### src/hdl/vss_pkg.sv
`timescale 1ns / 1ps
// Shared types and constants for the VAD segment smoother.
// No dependencies.
package vss_pkg;

  localparam int FRAME_INDEX_BITS_DEF = 24;
  localparam int SEG_BITS             = 24;
  localparam int CFG_BITS             = 16;
  localparam int CFG_INDEX_BITS       = 1;

  typedef logic [CFG_INDEX_BITS-1:0] cfg_index_t;
  typedef logic [CFG_BITS-1:0]       cfg_word_t;
  typedef logic [SEG_BITS-1:0]       seg_idx_t;

  localparam cfg_index_t REG_MERGE_GAP  = 1'd0;
  localparam cfg_index_t REG_MIN_LENGTH = 1'd1;

  localparam cfg_word_t MERGE_GAP_RESET  = 16'd25;
  localparam cfg_word_t MIN_LENGTH_RESET = 16'd50;

endpackage

### src/hdl/vad_segment_smoother.sv
`timescale 1ns / 1ps
// VAD segment smoother top level: speech run tracking, gap merge, length filter.
// Depends on vss_pkg.

// One speech/silence tag is taken per clock;
// the run state (frame counter, open segment bounds) updates in a single
// compare-and-select stage. A reported segment lands in an output register
// backed by one skid entry, so input keeps flowing while a result waits;
// input stalls only when both hold results. Segments are closed once the
// silence since the last speech frame reaches merge_gap_frames or on end of
// stream, and reported only if at least min_length_frames long. Frame
// indices wrap at 2^FRAME_INDEX_BITS and are reported in their low 24 bits.
module vad_segment_smoother #(
  parameter int FRAME_INDEX_BITS = vss_pkg::FRAME_INDEX_BITS_DEF
) (
  input  logic                 clk,
  input  logic                 rst,
  input  logic                 cfg_wr_en,
  input  vss_pkg::cfg_index_t  cfg_index,
  input  vss_pkg::cfg_word_t   cfg_wdata,
  input  logic                 in_valid,
  output logic                 in_ready,
  input  logic                 is_speech,
  input  logic                 end_of_stream,
  output logic                 out_valid,
  input  logic                 out_ready,
  output vss_pkg::seg_idx_t    seg_start,
  output vss_pkg::seg_idx_t    seg_end
);

  localparam int N = FRAME_INDEX_BITS;
  localparam int W = (N > vss_pkg::CFG_BITS) ? N : vss_pkg::CFG_BITS;
  localparam logic [W-1:0] IDX_MAX = W'((64'd1 << N) - 64'd1);

  vss_pkg::cfg_word_t merge_gap_frames;
  vss_pkg::cfg_word_t min_length_frames;

  logic [N-1:0] frame_index, frame_index_next;
  logic         have_pending, have_pending_next;
  logic [N-1:0] pending_start, pending_start_next;
  logic [N-1:0] pending_end, pending_end_next;

  logic                 skid_valid;
  vss_pkg::seg_idx_t    skid_start, skid_end;

  logic         accept;
  logic         hp_upd;
  logic [N-1:0] start_upd, end_upd;
  logic [N-1:0] gap_dist, len;
  logic [W-1:0] limit;
  logic         close_try;
  logic         res_valid;
  vss_pkg::seg_idx_t res_start, res_end;

  assign in_ready = !skid_valid;
  assign accept   = in_valid && in_ready;

  always_comb begin
    hp_upd    = have_pending;
    start_upd = pending_start;
    end_upd   = pending_end;
    if (is_speech) begin
      hp_upd  = 1'b1;
      end_upd = frame_index;
      if (!have_pending) begin
        start_upd = frame_index;
      end
    end
    gap_dist = frame_index - pending_end;
    limit = (W'(merge_gap_frames) > IDX_MAX) ? IDX_MAX : W'(merge_gap_frames);
    close_try = end_of_stream || (!is_speech && have_pending && (W'(gap_dist) >= limit));
    len       = end_upd - start_upd + N'(1);
    res_valid = accept && close_try && hp_upd
                && (W'(len) >= W'(min_length_frames));
    res_start = vss_pkg::seg_idx_t'(start_upd);
    res_end   = vss_pkg::seg_idx_t'(end_upd);

    have_pending_next  = close_try ? 1'b0 : hp_upd;
    pending_start_next = start_upd;
    pending_end_next   = end_upd;
    frame_index_next   = end_of_stream ? '0 : frame_index + N'(1);
  end

  always_ff @(posedge clk) begin
    if (rst) begin
      merge_gap_frames  <= vss_pkg::MERGE_GAP_RESET;
      min_length_frames <= vss_pkg::MIN_LENGTH_RESET;
    end else if (cfg_wr_en) begin
      case (cfg_index)
        vss_pkg::REG_MERGE_GAP:  merge_gap_frames  <= cfg_wdata;
        vss_pkg::REG_MIN_LENGTH: min_length_frames <= cfg_wdata;
        default: ;
      endcase
    end
  end

  always_ff @(posedge clk) begin
    if (rst) begin
      frame_index   <= '0;
      have_pending  <= 1'b0;
      pending_start <= '0;
      pending_end   <= '0;
    end else if (accept) begin
      frame_index   <= frame_index_next;
      have_pending  <= have_pending_next;
      pending_start <= pending_start_next;
      pending_end   <= pending_end_next;
    end
  end

  // output register with one skid entry behind it
  always_ff @(posedge clk) begin
    if (rst) begin
      out_valid  <= 1'b0;
      skid_valid <= 1'b0;
    end else if (!out_valid || out_ready) begin
      out_valid  <= skid_valid || res_valid;
      skid_valid <= 1'b0;
    end else if (res_valid) begin
      skid_valid <= 1'b1;
    end
  end

  always_ff @(posedge clk) begin
    if (!out_valid || out_ready) begin
      seg_start <= skid_valid ? skid_start : res_start;
      seg_end   <= skid_valid ? skid_end : res_end;
    end else if (res_valid) begin
      skid_start <= res_start;
      skid_end   <= res_end;
    end
  end

endmodule
### config.mk
export PLATFORM = sky130hd
export DESIGN_NAME = vad_segment_smoother
export DESIGN_NICKNAME = d
export VERILOG_FILES = /design/src/hdl/vss_pkg.sv /design/src/hdl/vad_segment_smoother.sv
export SDC_FILE = /design/constraint.sdc
export NUM_CORES = 1
export LEC_CHECK = 0
export BUFFER_PORTS_ARGS = -buffer_cell sky130_fd_sc_hd__clkbuf_2
export CAP_MARGIN = 10
export CORE_ASPECT_RATIO = 1.1
export CORE_UTILIZATION = 45
export CTS_CLUSTER_DIAMETER = 30
export DETAILED_ROUTE_END_ITERATION = 10
export MAX_ROUTING_LAYER = met4
export PLACE_DENSITY = 0.65
export SLEW_MARGIN = 30
export SYNTH_ARGS = -nofsm -noshare
export SYNTH_HDL_FRONTEND = slang
export SYNTH_SLANG_ARGS = --single-unit
### constraint.sdc
create_clock -name clk -period 13.6 [get_ports clk]
set_input_delay 1.36 -clock clk [delete_from_list [all_inputs] [get_ports clk]]
set_output_delay 1.36 -clock clk [all_outputs]
set_load 0.01 [all_outputs]
### Yosys cells after proc, flatten, opt, wreduce, memory -nomap -nowiden

Index checks and enable logic that the tools add are counted.

| word-level totals | value |
|---|---|
| bits in registers | 203 |
| output and inout port bits | 50 |

| operators by class | value |
|---|---|
| magnitude comparators | 2 |
| bitwise operators | 2 |
| mux-type cells | 8 |
| reduce and logical (&&, ||, !) cells | 16 |
| add/subtract/negate cells | 4 |

Operators with widths:

| kind | number |
|---|---|
| $mux 24 | 6 |
| $add 24x1->24 const B | 2 |
| $ge 24x16->1 | 2 |
| $sub 24x24->24 | 2 |
| $logic_and 1x1->1 | 6 |
| $reduce_and 2->1 | 3 |
| $logic_not 1->1 | 3 |
| $logic_or 1x1->1 | 3 |
| $mux 1 | 2 |
| $not 1->1 | 2 |
| $reduce_or 2->1 | 1 |

### Longest topological paths before layout

Gate-level depths: netlist of the first run.

| logic depth | value |
|---|---|
| depth in word-level cells | 8 |
| depth in mapped cells | 25 |

### Least setup slack after synthesis of the first run

Ideal clock, no wire load.

| path | value |
|---|---|
| path type | input-to-reg |
| start | input is_speech |
| end | register skid_end[0], enable pin |
| arrival time | 9.078 ns |
| path slack | 4.009 ns |
| path buffers | 3 |
| cell stages on the path | 22 |
| cells stage by stage | clkbuf_1 nor2b_1 clkbuf_1 buf_1 mux2i_1 ha_1 ha_1 a21o_1 a31o_2 a31oi_1 o21ai_1 a41oi_1 o21ai_0 xor2_1 ha_1 nand3_1 nor3_1 a211oi_1 and4_1 nand3_1 o21ai_0 nor3_1 |

| between the ends | value |
|---|---|
| word-level cells in the longest chain between the ends | 8 |
| elaborated cells between the ends (all ways) | 14 |
| classes of those cells | add/sub: 2; order compare: 1; mux: 3; reduce/logical: 8 |

RTL lines:

| element | line | text |
|---|---|---|
| start: declaration | vad_segment_smoother.sv:23 | `input logic is_speech,` |
| branches (longest 6 deep; another with $sub 24x24->24) | - |  |
| $logic_and 1x1->1 (*) | vad_segment_smoother.sv:74 | `&& (W'(len) >= W'(min_length_frames));` |
| $reduce_and 2->1 (no line) (*) | - |  |
| end signal: assignment | vad_segment_smoother.sv:130 | `skid_end <= res_end;` |
| end: declaration | vad_segment_smoother.sv:44 | `vss_pkg::seg_idx_t skid_start, skid_end;` |

Every way passes the cells marked *.
A chain may end at the register's enable or synchronous reset.

### Final worst setup path of the first run

| path | value |
|---|---|
| start | input is_speech |
| end | register skid_start[0], enable pin |

| between the ends | value |
|---|---|
| elaborated cells between the ends (all ways) | 14 |
| classes of those cells | add/sub: 2; order compare: 1; mux: 3; reduce/logical: 8 |

RTL lines:

| element | line | text |
|---|---|---|
| $mux 24 | vad_segment_smoother.sv:62 | `if (is_speech) begin` |
| named net pending_start_next[1] | vad_segment_smoother.sv:40 | `logic [N-1:0] pending_start, pending_start_next;` |
| $sub 24x24->24 | vad_segment_smoother.sv:72 | `len = end_upd - start_upd + N'(1);` |
| $add 24x1->24 | vad_segment_smoother.sv:72 |  |
| $ge 24x16->1 | vad_segment_smoother.sv:74 |  |
| $logic_and 1x1->1 | vad_segment_smoother.sv:74 |  |
| $reduce_and 2->1 (no line) | - |  |
| end signal: assignment | vad_segment_smoother.sv:129 | `skid_start <= res_start;` |
| end: declaration | vad_segment_smoother.sv:44 |  |

The timed path passes the listed nets, and every way through them passes these cells.

==> results_dict.tcl, run 1 <==
set metrics [dict create \
    root_buffer "clkbuf_16" \
    cp.arrival_ns 7.03 \
    routed_wl_mm 26.7 \
    reg2reg_from "have_pending" \
    grt_pass1_wl_mm 43.9 \
    final_nets 1387 \
    ys_types 62 \
    grt_start_max_net_pins 84 \
    die_h_um 169 \
    post-route-period-util_pct 50.4 \
    finalSetupViolations 0 \
    dp_hpwl_mm 18.9 \
    netlist_instances 1191 \
    die_x_um 154 \
    ant_nets 0 \
    syn_area_um2 11400 \
    hold_path.class "reg2reg" \
    ys_seq_area_share_pct 43.9 \
    cts_hold_buf 0 \
    drive_gt1_share_pct 17.3 \
    die_area_um2 26100 \
    synth-edff-count 96 \
    multi_input_area_um2 5870 \
    ios 74 \
    drtPass1Iterations 5 \
    ir_worst_vdd_v 0.0000850 \
    dr.first_iter.drc_count 498 \
    slew_headroom_pct 38.2 \
    cts_resized 0 \
    grt_pass1_vias 8532 \
    cts_tree "yes" \
    syn_avg_cell_area_um2 9.61 \
    fmax_mhz 146 \
    rr_endpoint "skid_start[0]" \
    io_buffers 73 \
    h-tree-depth 2 \
    maxSlewViolCount 0 \
    via_per_inst 5.50 \
    crit_fanout 55 \
    worstSetupPathType "in2reg" \
    final_common_cell "nand2_1" \
    clkSinkCount 203 \
    register_area_um2 5020 \
    outcome "finished clean" \
    place_area_um2 12100 \
    antenna_found_initial 0 \
    gp_congestion 0.943 \
    fin_crit_ns 6.85 \
    vias 8807 \
    wl_per_cell_um 16.7 \
    drc 0 \
    clk_pin_slew_worst_paths_ns 0.04 \
    r2r_setup_slack_ns 7.91 \
    cellLeakagePower_uw 0.00593 \
    min-delay-start "merge_gap_frames[15]" \
    grt-ovfl-total 0 \
    min_path_cells 2 \
    ys_seq_elements 203 \
    postCtsSetupRepairBufs 0 \
    end_kind "flip-flop" \
    crit_required_ns 13.77 \
    fin_area_um2 13600 \
    area_growth_pct 18.5 \
    powerDensity_nw_per_um2 147 \
    rows 60 \
    ys.flop_type "dfxtp_1" \
    core_um2 24700 \
    tightest_slew_ns 0.926 \
    grt_usage_pct 21.6 \
    nFillCells 2158 \
    holdPathEnd "merge_gap_frames[15]" \
    final-hold-violation-count 0 \
    final.setup.tns_ns 0 \
    async_reset_ff_share_pct 0 \
    clkLatencyLatePin_ns 0.51 \
    r2r_cells 23 \
    fin_skew_ns 0.0151 \
    layout.cells.most_common_list "nand2_1 (127), dfxtp_1 (107), nor2_1 (105), ha_1 (101), edfxtp_1 (96)" \
    syn_nets 1318 \
    rsz0062_at_grt "no" \
    n_antenna_cell 0 \
    clock_path_buffers 3 \
    cts_buffers 40 \
    drv_cap 0 \
    start_kind "input port" \
    start_util_pct 46.3 \
    synth_warnings 0 \
]
==> Yosys cell counts, types with 3 or more instances <==
master | number | area share (%)
nand2_1 | 127 | 4.2
dfxtp_1 | 107 | 19
nor2_1 | 105 | 3.4
ha_1 | 101 | 11
edfxtp_1 | 96 | 25
inv_1 | 93 | 3.1
a21oi_1 | 83 | 3.6
a211oi_1 | 56 | 3.7
o21ai_0 | 56 | 2.4
mux2_2 | 51 | 5.0
clkbuf_1 | 49 | 1.6
xnor2_1 | 33 | 2.5
mux2i_1 | 26 | 2.3
nand3_1 | 22 | 0.96
xor2_1 | 21 | 1.6
a21o_1 | 19 | 1.2
nand4_1 | 17 | 0.93
nand2b_1 | 11 | 0.60
nor3_1 | 10 | 0.44
and3_1 | 8 | 0.44
or3_1 | 8 | 0.44
nor2b_1 | 7 | 0.38
o31ai_1 | 7 | 0.46
o21a_1 | 6 | 0.39
nand3b_1 | 5 | 0.33
o211ai_1 | 5 | 0.33
buf_1 | 4 | 0.13
o21bai_1 | 4 | 0.26
a31oi_1 | 3 | 0.16
and2_1 | 3 | 0.16
buf_2 | 3 | 0.13
o21ai_1 | 3 | 0.13
==> kinds of logic after synthesis <==
group,share of synthesized area [%]
and+or+nand+nor,13.2
buffers and inverters,4.95
xor gates and xnor gates,4.13
muxes,7.29
adders and majority gates,11.4
DFF,43.9
AOI/OAI and AO/OA,15.1
==> metal layers <==
metal	up-vias	GRT usage (%)	share of wire, %
met5	-	-	0
met4	0	7.09	2.6
met3	53	3.32	5.4
met2	239	32.6	44
met1	4123	29.6	48
li1	4392	-	-
==> registers in the layout (all words and copies together) (netlist names) <==
register / cells
skid_valid: 1
seg_end: 24
pending_start: 24
pending_end: 24
seg_start: 24
frame_index: 24
skid_start: 24
merge_gap_frames: 16
min_length_frames: 16
out_valid: 1
have_pending: 1
skid_end: 24
==> layout make-up <==
type | instances | area share [%]
repair buffers | 83 | 3.39
flip-flops and latches | 203 | 37.0
inverters | 94 | 2.60
multi-input cells | 838 | 43.3
clock inverters | 22 | 2.21
clock buffers | 52 | 8.63
well taps | 310 | 2.86
==> critical path: stages <==
cell and delay (ns):
clkbuf_2 0.08, buf_4 0.43, nor2b_2 0.23, buf_4 0.37, mux2_2 0.42, ha_1 0.28
inv_1 0.04, ha_1 0.22, fa_1 0.41, a21o_1 0.21, a221oi_2 0.39, o21ai_0 0.23
xor2_1 0.19, ha_1 0.31, a21o_1 0.18, a21o_1 0.17, a21o_1 0.17, a21oi_1 0.14
nor2_1 0.05, a211oi_1 0.19, and4_1 0.21, nand3_1 0.13, o21ai_0 0.13, nor3_2 0.05
buf_4 0.33
==> stage by stage <==
stage / total power [uW] / setup slack, ns / hold WS (ns) / utilization [%] / std cells
floorplan: 890 / 4.01 / 0.436 / - / 1191
global placement: 956 / 6.40 / 0.443 / 48.9 / 1527
detailed placement: 962 / 6.26 / 0.448 / 48.9 / 1527
CTS: 2020 / 6.76 / 0.454 / 54.8 / 1601
global route: 2080 / 6.36 / 0.473 / 54.9 / 1602
finish: 2000 / 6.75 / 0.451 / 54.9 / 1602
==> worst max-delay path by stage <==
stage / from / to / slack [ns]
after floorplan: is_speech / skid_end[0] / 4.01
after global placement: is_speech / skid_end[0] / 6.40
after detailed placement: is_speech / skid_end[1] / 6.26
after CTS: is_speech / skid_start[0] / 6.76
after global routing: is_speech / skid_end[1] / 6.36
final: is_speech / skid_start[0] / 6.75
==> power breakdown <==
part | switching [uW] | internal [uW] | leakage [uW] | total, uW
clock network | 322 | 721 | 0.000707 | 1040
logic | 161 | 116 | 0.00332 | 277
registers | 9.80 | 668 | 0.00191 | 678
total | 493 | 1500 | 0.00593 | 2000
Power figures use the tool's default switching activity.
==> run 2, diff against run 1 <==
- ABC_AREA: not set -> 1
- clock period: 13.6 -> 6.4 ns (I/O delays scaled with it)
==> run 2 against run 1 <==
First-iteration DRC count rose by 73%. Core utilization down 0.70 points. Worst hold slack got worse by 0.084 ns. Via count grew 22%. Clock power increased by 100%. Register-to-register slack got worse by 6.8 ns. Routed wire length increased by 26%. Non-clock buffer count up 4. Setup slack got worse by 5.7 ns. Clock skew up 0.017 ns. Design area grew 5.1%.
==> results_dict.tcl, run 2 <==
set metrics [dict create \
    synth_warnings 0 \
    clk_pin_slew_worst_paths_ns 0.05 \
    end_kind "flip-flop" \
    post-route-period-util_pct 83.1 \
    outcome "finished clean" \
    crit_required_ns 6.56 \
    grt_start_max_net_pins 95 \
    fin_crit_ns 5.32 \
    met2_usage_pct 38.8 \
    vias 10700 \
    layout.cells.most_common_list "nand2_1 (347), inv_1 (275), o21ai_0 (193), a21oi_1 (158), dfxtp_1 (106)" \
    busiest_layer "met2" \
    n_antenna_cell 0 \
    grt_pass1_vias 10000 \
    final-hold-violation-count 0 \
    ys_seq_area_share_pct 41.5 \
    worstSetupPathType "reg2reg" \
    clock_path_buffers 3 \
    dr.first_iter.drc_count 862 \
    cp.arrival_ns 5.48 \
    final_nets 1797 \
    clkLatencyLatePin_ns 0.54 \
    ys.flop_type "dfxtp_1" \
    via_per_inst 5.23 \
    syn_nets 1713 \
    drive_gt1_share_pct 11.4 \
    powerDensity_nw_per_um2 312 \
    synth-edff-count 96 \
    wl_per_cell_um 16.4 \
    drv_cap 0 \
    slew_headroom_pct 42.2 \
    area_growth_pct 17.7 \
    ant_nets 0 \
    syn_area_um2 12100 \
    clkSinkCount 203 \
    dp_hpwl_mm 25.9 \
    use_met3_pct 3.47 \
    ir_worst_vdd_v 0.000184 \
    postCtsSetupRepairBufs 0 \
    die_x_um 158 \
    finalSetupViolations 0 \
    grt-ovfl-total 0 \
    maxSlewViolCount 0 \
    hold_path.class "in2reg" \
    rsz0062_at_grt "no" \
    start_kind "flip-flop" \
    io_buffers 73 \
    cts_buffers 41 \
    fin_area_um2 14300 \
    power_uw 4440 \
    synth_commonest_cells "nand2_1 (347), inv_1 (276), o21ai_0 (193)" \
    yosys-top-cells-area "edfxtp_1 (24%), dfxtp_1 (18%), nand2_1 (11%)" \
    synth.most_common_cell "nand2_1" \
    final_cells 2055 \
    cts_tree "yes" \
    core_um2 26300 \
    cts_hold_buf 0 \
    tightest_slew_ns 0.866 \
    root_buffer "clkbuf_16" \
    routed_wl_mm 33.7 \
    grt_pass1_wl_mm 53.9 \
    die_h_um 174 \
    dp_slack_ns 0.630 \
    ys_seq_elements 203 \
    synth_top_area_share_pct 23.8 \
    cts_resized 0 \
    crit_fanout 48 \
    synth_top_area_cell "edfxtp_1" \
    netlist_instances 1586 \
    start_util_pct 46.1 \
    setup_ws_ns 1.08 \
    gp_congestion 0.919 \
    final.setup.tns_ns 0 \
    async_reset_ff_share_pct 0 \
    final_common_cell "nand2_1" \
    grt_use_met1_pct 35.3 \
    cellLeakagePower_uw 0.00685 \
    placedCellCount 1979 \
    ys_types 44 \
    h-tree-depth 2 \
    ios 74 \
    grt_usage_pct 26.0 \
    antenna_found_initial 0 \
    die_area_um2 27600 \
    fin_skew_ns 0.0320 \
    rows 62 \
    fmax_mhz 188 \
    drc 0 \
    drtPass1Iterations 5 \
    syn_avg_cell_area_um2 7.64 \
    place_area_um2 12900 \
]
-- run 2: cells by family (layout without fill, tap and decap cells) --
| family | after synthesis | in the layout | synth area share [%] |
|---|---|---|---|
| adders and majority gates | 103 | 103 | 10.8 |
| AOI/OAI and AO/OA | 380 | 380 | 16.3 |
| xor gates and xnor gates | 32 | 32 | 2.31 |
| and+or+nand+nor | 539 | 539 | 18.9 |
| DFF | 203 | 203 | 41.5 |
| buffers and inverters | 329 | 446 | 10.3 |
-- run 2: area by class of cell --
cell class,instances,area (um2)
Fill cell,2511,12000
Timing Repair Buffer,87,483
Multi-Input combinational cell,1054,5860
Inverter,283,1060
Clock buffer,54,1160
Tap cell,352,440
Sequential cell,203,5030
Clock inverter,22,228
-- run 2: routing by layer --
layer	share of wire, %	up-vias
li1	-	5385
met1	46	4934
met4	4.1	0
met2	44	337
met3	5.7	83
met5	0	-
-- run 2: final timing paths --
path	depth (start not counted)	slack [ns]	end	from
setup / recovery	22	1.08	skid_end[19]	have_pending
hold / removal	3	0.37	merge_gap_frames[0]	cfg_wdata[0]
setup reg to reg	22	1.08	skid_end[19]	have_pending
hold reg to reg	2	0.47	merge_gap_frames[11]	merge_gap_frames[11]
-- run 2: critical path: stages (launching register included) --
cell	delay, ns
dfxtp_1	0.29
inv_1	0.16
nand2_1	0.12
buf_12	0.19
o21ai_0	0.52
ha_1	0.34
ha_1	0.39
a21oi_1	0.24
inv_1	0.06
nor2_1	0.14
nand2_1	0.11
a21oi_1	0.18
xnor2_1	0.10
ha_1	0.30
nand4_1	0.12
nor3_1	0.15
nand2_1	0.08
nand4_1	0.10
nor2_1	0.05
nand4_1	0.12
nand3_1	0.20
nor2_4	0.42
buf_4	0.49
-- run 2: power by group --
group,switching [uW],leakage [uW],internal [uW],total (uW)
clock network,731,0.000663,1370,2100
registers,26.8,0.00186,1440,1470
logic,566,0.00433,309,876
total,1320,0.00685,3120,4440
-- run 2: per-stage QoR --
step / utilization, % / hold WS, ns
finish: 54.2 / 0.367
global route: 54.2 / 0.369
CTS: 54.2 / 0.360
detailed placement: 48.9 / 0.461
global placement: 48.9 / 0.452
floorplan: - / 0.435
==> run 3, diff against run 2 <==
- PLACE_DENSITY: 0.65 -> 0.67
- clock period: 6.4 -> 4.7 ns (I/O delays scaled with it)
==> run 3 against run 2 <==
Combinational power is 47% higher. Global-route usage decreased by 0.16 points. Critical path depth grew 2. Register-to-register slack lost 0.81 ns. Critical endpoint is now skid_start[5]. Non-clock buffer count is 66 higher. Routed wire length decreased by 0.38%. Clock skew down 0.0026 ns. Clock power is 37% higher. Sequential power rose by 36%. Worst hold slack worse by 0.18 ns. Total power up 39%. Critical path type unchanged. Core utilization is 2.2 points higher. Highest routed layer unchanged.
==> results_dict.tcl, run 3 (synthesis results as in run 2) <==
set metrics [dict create \
    fmax_mhz 226 \
    critPathLaunch "have_pending" \
    tightest_slew_ns 0.818 \
    maxSlewViolCount 0 \
    fin_worst_hold_slack_ns 0.185 \
    area_growth_pct 22.4 \
    routed_wl_mm 33.6 \
    grt_pass1_wl_mm 53.8 \
    reg2reg_from "have_pending" \
    start_kind "flip-flop" \
    min_path_cells 3 \
    worstSetupPathType "reg2reg" \
    r2r_setup_slack_ns 0.27 \
    rows 62 \
    cts_hold_buf 0 \
    fin_skew_ns 0.0295 \
    start_util_pct 46.1 \
    drc 0 \
    crit_chain "inv_1, nand2_1, buf_12, o21ai_0, ha_1, ha_1, nand2_1, nand2_1, o21bai_1, nand2_1, nand2_1, a21oi_2, xnor2_2, ha_1, a21oi_1, o21ai_0, a21oi_1, nand4_1, nor2_1, nand4_1, nand3_2, nor2_4, buf_12, buf_12" \
    critPathTopFamily "compound AO/OA/AOI/OAI gates" \
    powerDensity_nw_per_um2 415 \
    final-hold-violation-count 0 \
    crit_fanout 31 \
    cp.arrival_ns 4.70 \
    wl_per_cell_um 15.9 \
    die_area_um2 27600 \
    critPathSlowestCell "o21ai_0" \
    ant_nets 0 \
    n_antenna_cell 0 \
    drtPass1Iterations 6 \
    end_kind "flip-flop" \
    finalSetupViolations 0 \
    final_common_cell "nand2_1" \
    clkLatencyLatePin_ns 0.53 \
    io_buffers 73 \
    dr.first_iter.drc_count 978 \
    cellLeakagePower_uw 0.00720 \
    final_nets 1861 \
    rr_endpoint "skid_start[5]" \
    final.setup.tns_ns 0 \
    drv_cap 0 \
    core_um2 26300 \
    grt-ovfl-total 0 \
    vias 10900 \
    die_x_um 158 \
    cts_tree "yes" \
    clkSinkCount 203 \
    power_uw 6160 \
    slew_headroom_pct 45.4 \
    die_h_um 174 \
    fin_crit_ns 4.43 \
    gp_congestion 0.960 \
    via_per_inst 5.15 \
    cpPeakStageDelay_ns 0.39 \
    hold_path.class "in2reg" \
    ir_worst_vdd_v 0.000256 \
    ios 74 \
    grt_start_max_net_pins 95 \
    holdPathEnd "merge_gap_frames[0]" \
    fin_area_um2 14800 \
    r2r_cells 24 \
    outcome "finished clean" \
    place_area_um2 13400 \
    cp_common_cell "nand2_1" \
    clock_path_buffers 3 \
    critPathBufInv 4 \
    crit_required_ns 4.98 \
    min-delay-start "cfg_wdata[0]" \
    layout.cells.most_common_list "nand2_1 (346), inv_1 (274), o21ai_0 (181), a21oi_1 (155), dfxtp_1 (106)" \
    dp_hpwl_mm 26.2 \
    root_buffer "clkbuf_16" \
    post-route-period-util_pct 94.2 \
    clk_pin_slew_worst_paths_ns 0.05 \
    antenna_found_initial 0 \
    h-tree-depth 2 \
    drive_gt1_share_pct 15.1 \
    grt_usage_pct 25.9 \
    cts_buffers 39 \
    dp_slack_ns -0.250 \
    grt_pass1_vias 10400 \
    setup_ws_ns 0.274 \
]
[run 3: worst register-to-register path, stage by stage (launching register included)]
cell and delay, ns:
dfxtp_1 0.29, inv_1 0.10, nand2_1 0.11, buf_12 0.17
o21ai_0 0.40, ha_1 0.31, ha_1 0.36, nand2_1 0.08
nand2_1 0.07, o21bai_1 0.17, nand2_1 0.07, nand2_1 0.07
a21oi_2 0.15, xnor2_2 0.09, ha_1 0.34, a21oi_1 0.16
o21ai_0 0.10, a21oi_1 0.13, nand4_1 0.12, nor2_1 0.17
nand4_1 0.17, nand3_2 0.14, nor2_4 0.06, buf_12 0.18
buf_12 0.16
[run 3: worst max-delay path by stage]
| stage | endpoint | slack, ns | cells past startpoint |
|---|---|---|---|
| 3_3_place_gp | skid_end[16] | -0.15 | 23 |
| 4_1_cts | skid_end[22] | 0.18 | 23 |
| 2_1_floorplan | skid_end[0] | 0.004 | 25 |
| 6_report | skid_start[5] | 0.27 | 24 |
| 5_1_grt | skid_start[5] | -0.02 | 24 |
| 3_5_place_dp | skid_end[17] | -0.25 | 23 |
[run 3: what timing repair did]
item / 4_1_cts / 5_1_grt
setup endpoints to repair: 0 / 48
setup buffers: 0 / 5
gates resized for setup: 0 / 19
[run 3: per-layer routing]
layer	track usage (%)	routed length, um	vias up
met2	40.2	15500	333
met1	34.2	15300	4971
met4	9.01	1080	0
met3	3.69	1770	68
li1	-	-	5525
met5	-	0	-
[run 3: area by class of cell]
class | instances | area, um2
clock buffer | 50 | 1070
clock inverter | 22 | 304
fill | 2442 | 11500
inverter | 283 | 1060
multi-input combinational | 1054 | 5900
sequential | 203 | 5030
tap | 352 | 440
timing repair buffer | 153 | 1030
[run 3: power breakdown]
part | total, uW | internal, uW | switching, uW
combinational | 1290 | 505 | 786
sequential | 2000 | 1960 | 35.1
clock | 2870 | 1900 | 966
[run 3: stage by stage]
stage                     std cells  util (%)
after floorplan                1586         -
after global placement         2039      50.8
after detailed placement       2039      50.8
after CTS                      2111      56.0
after global routing           2117      56.4
final                          2117      56.4
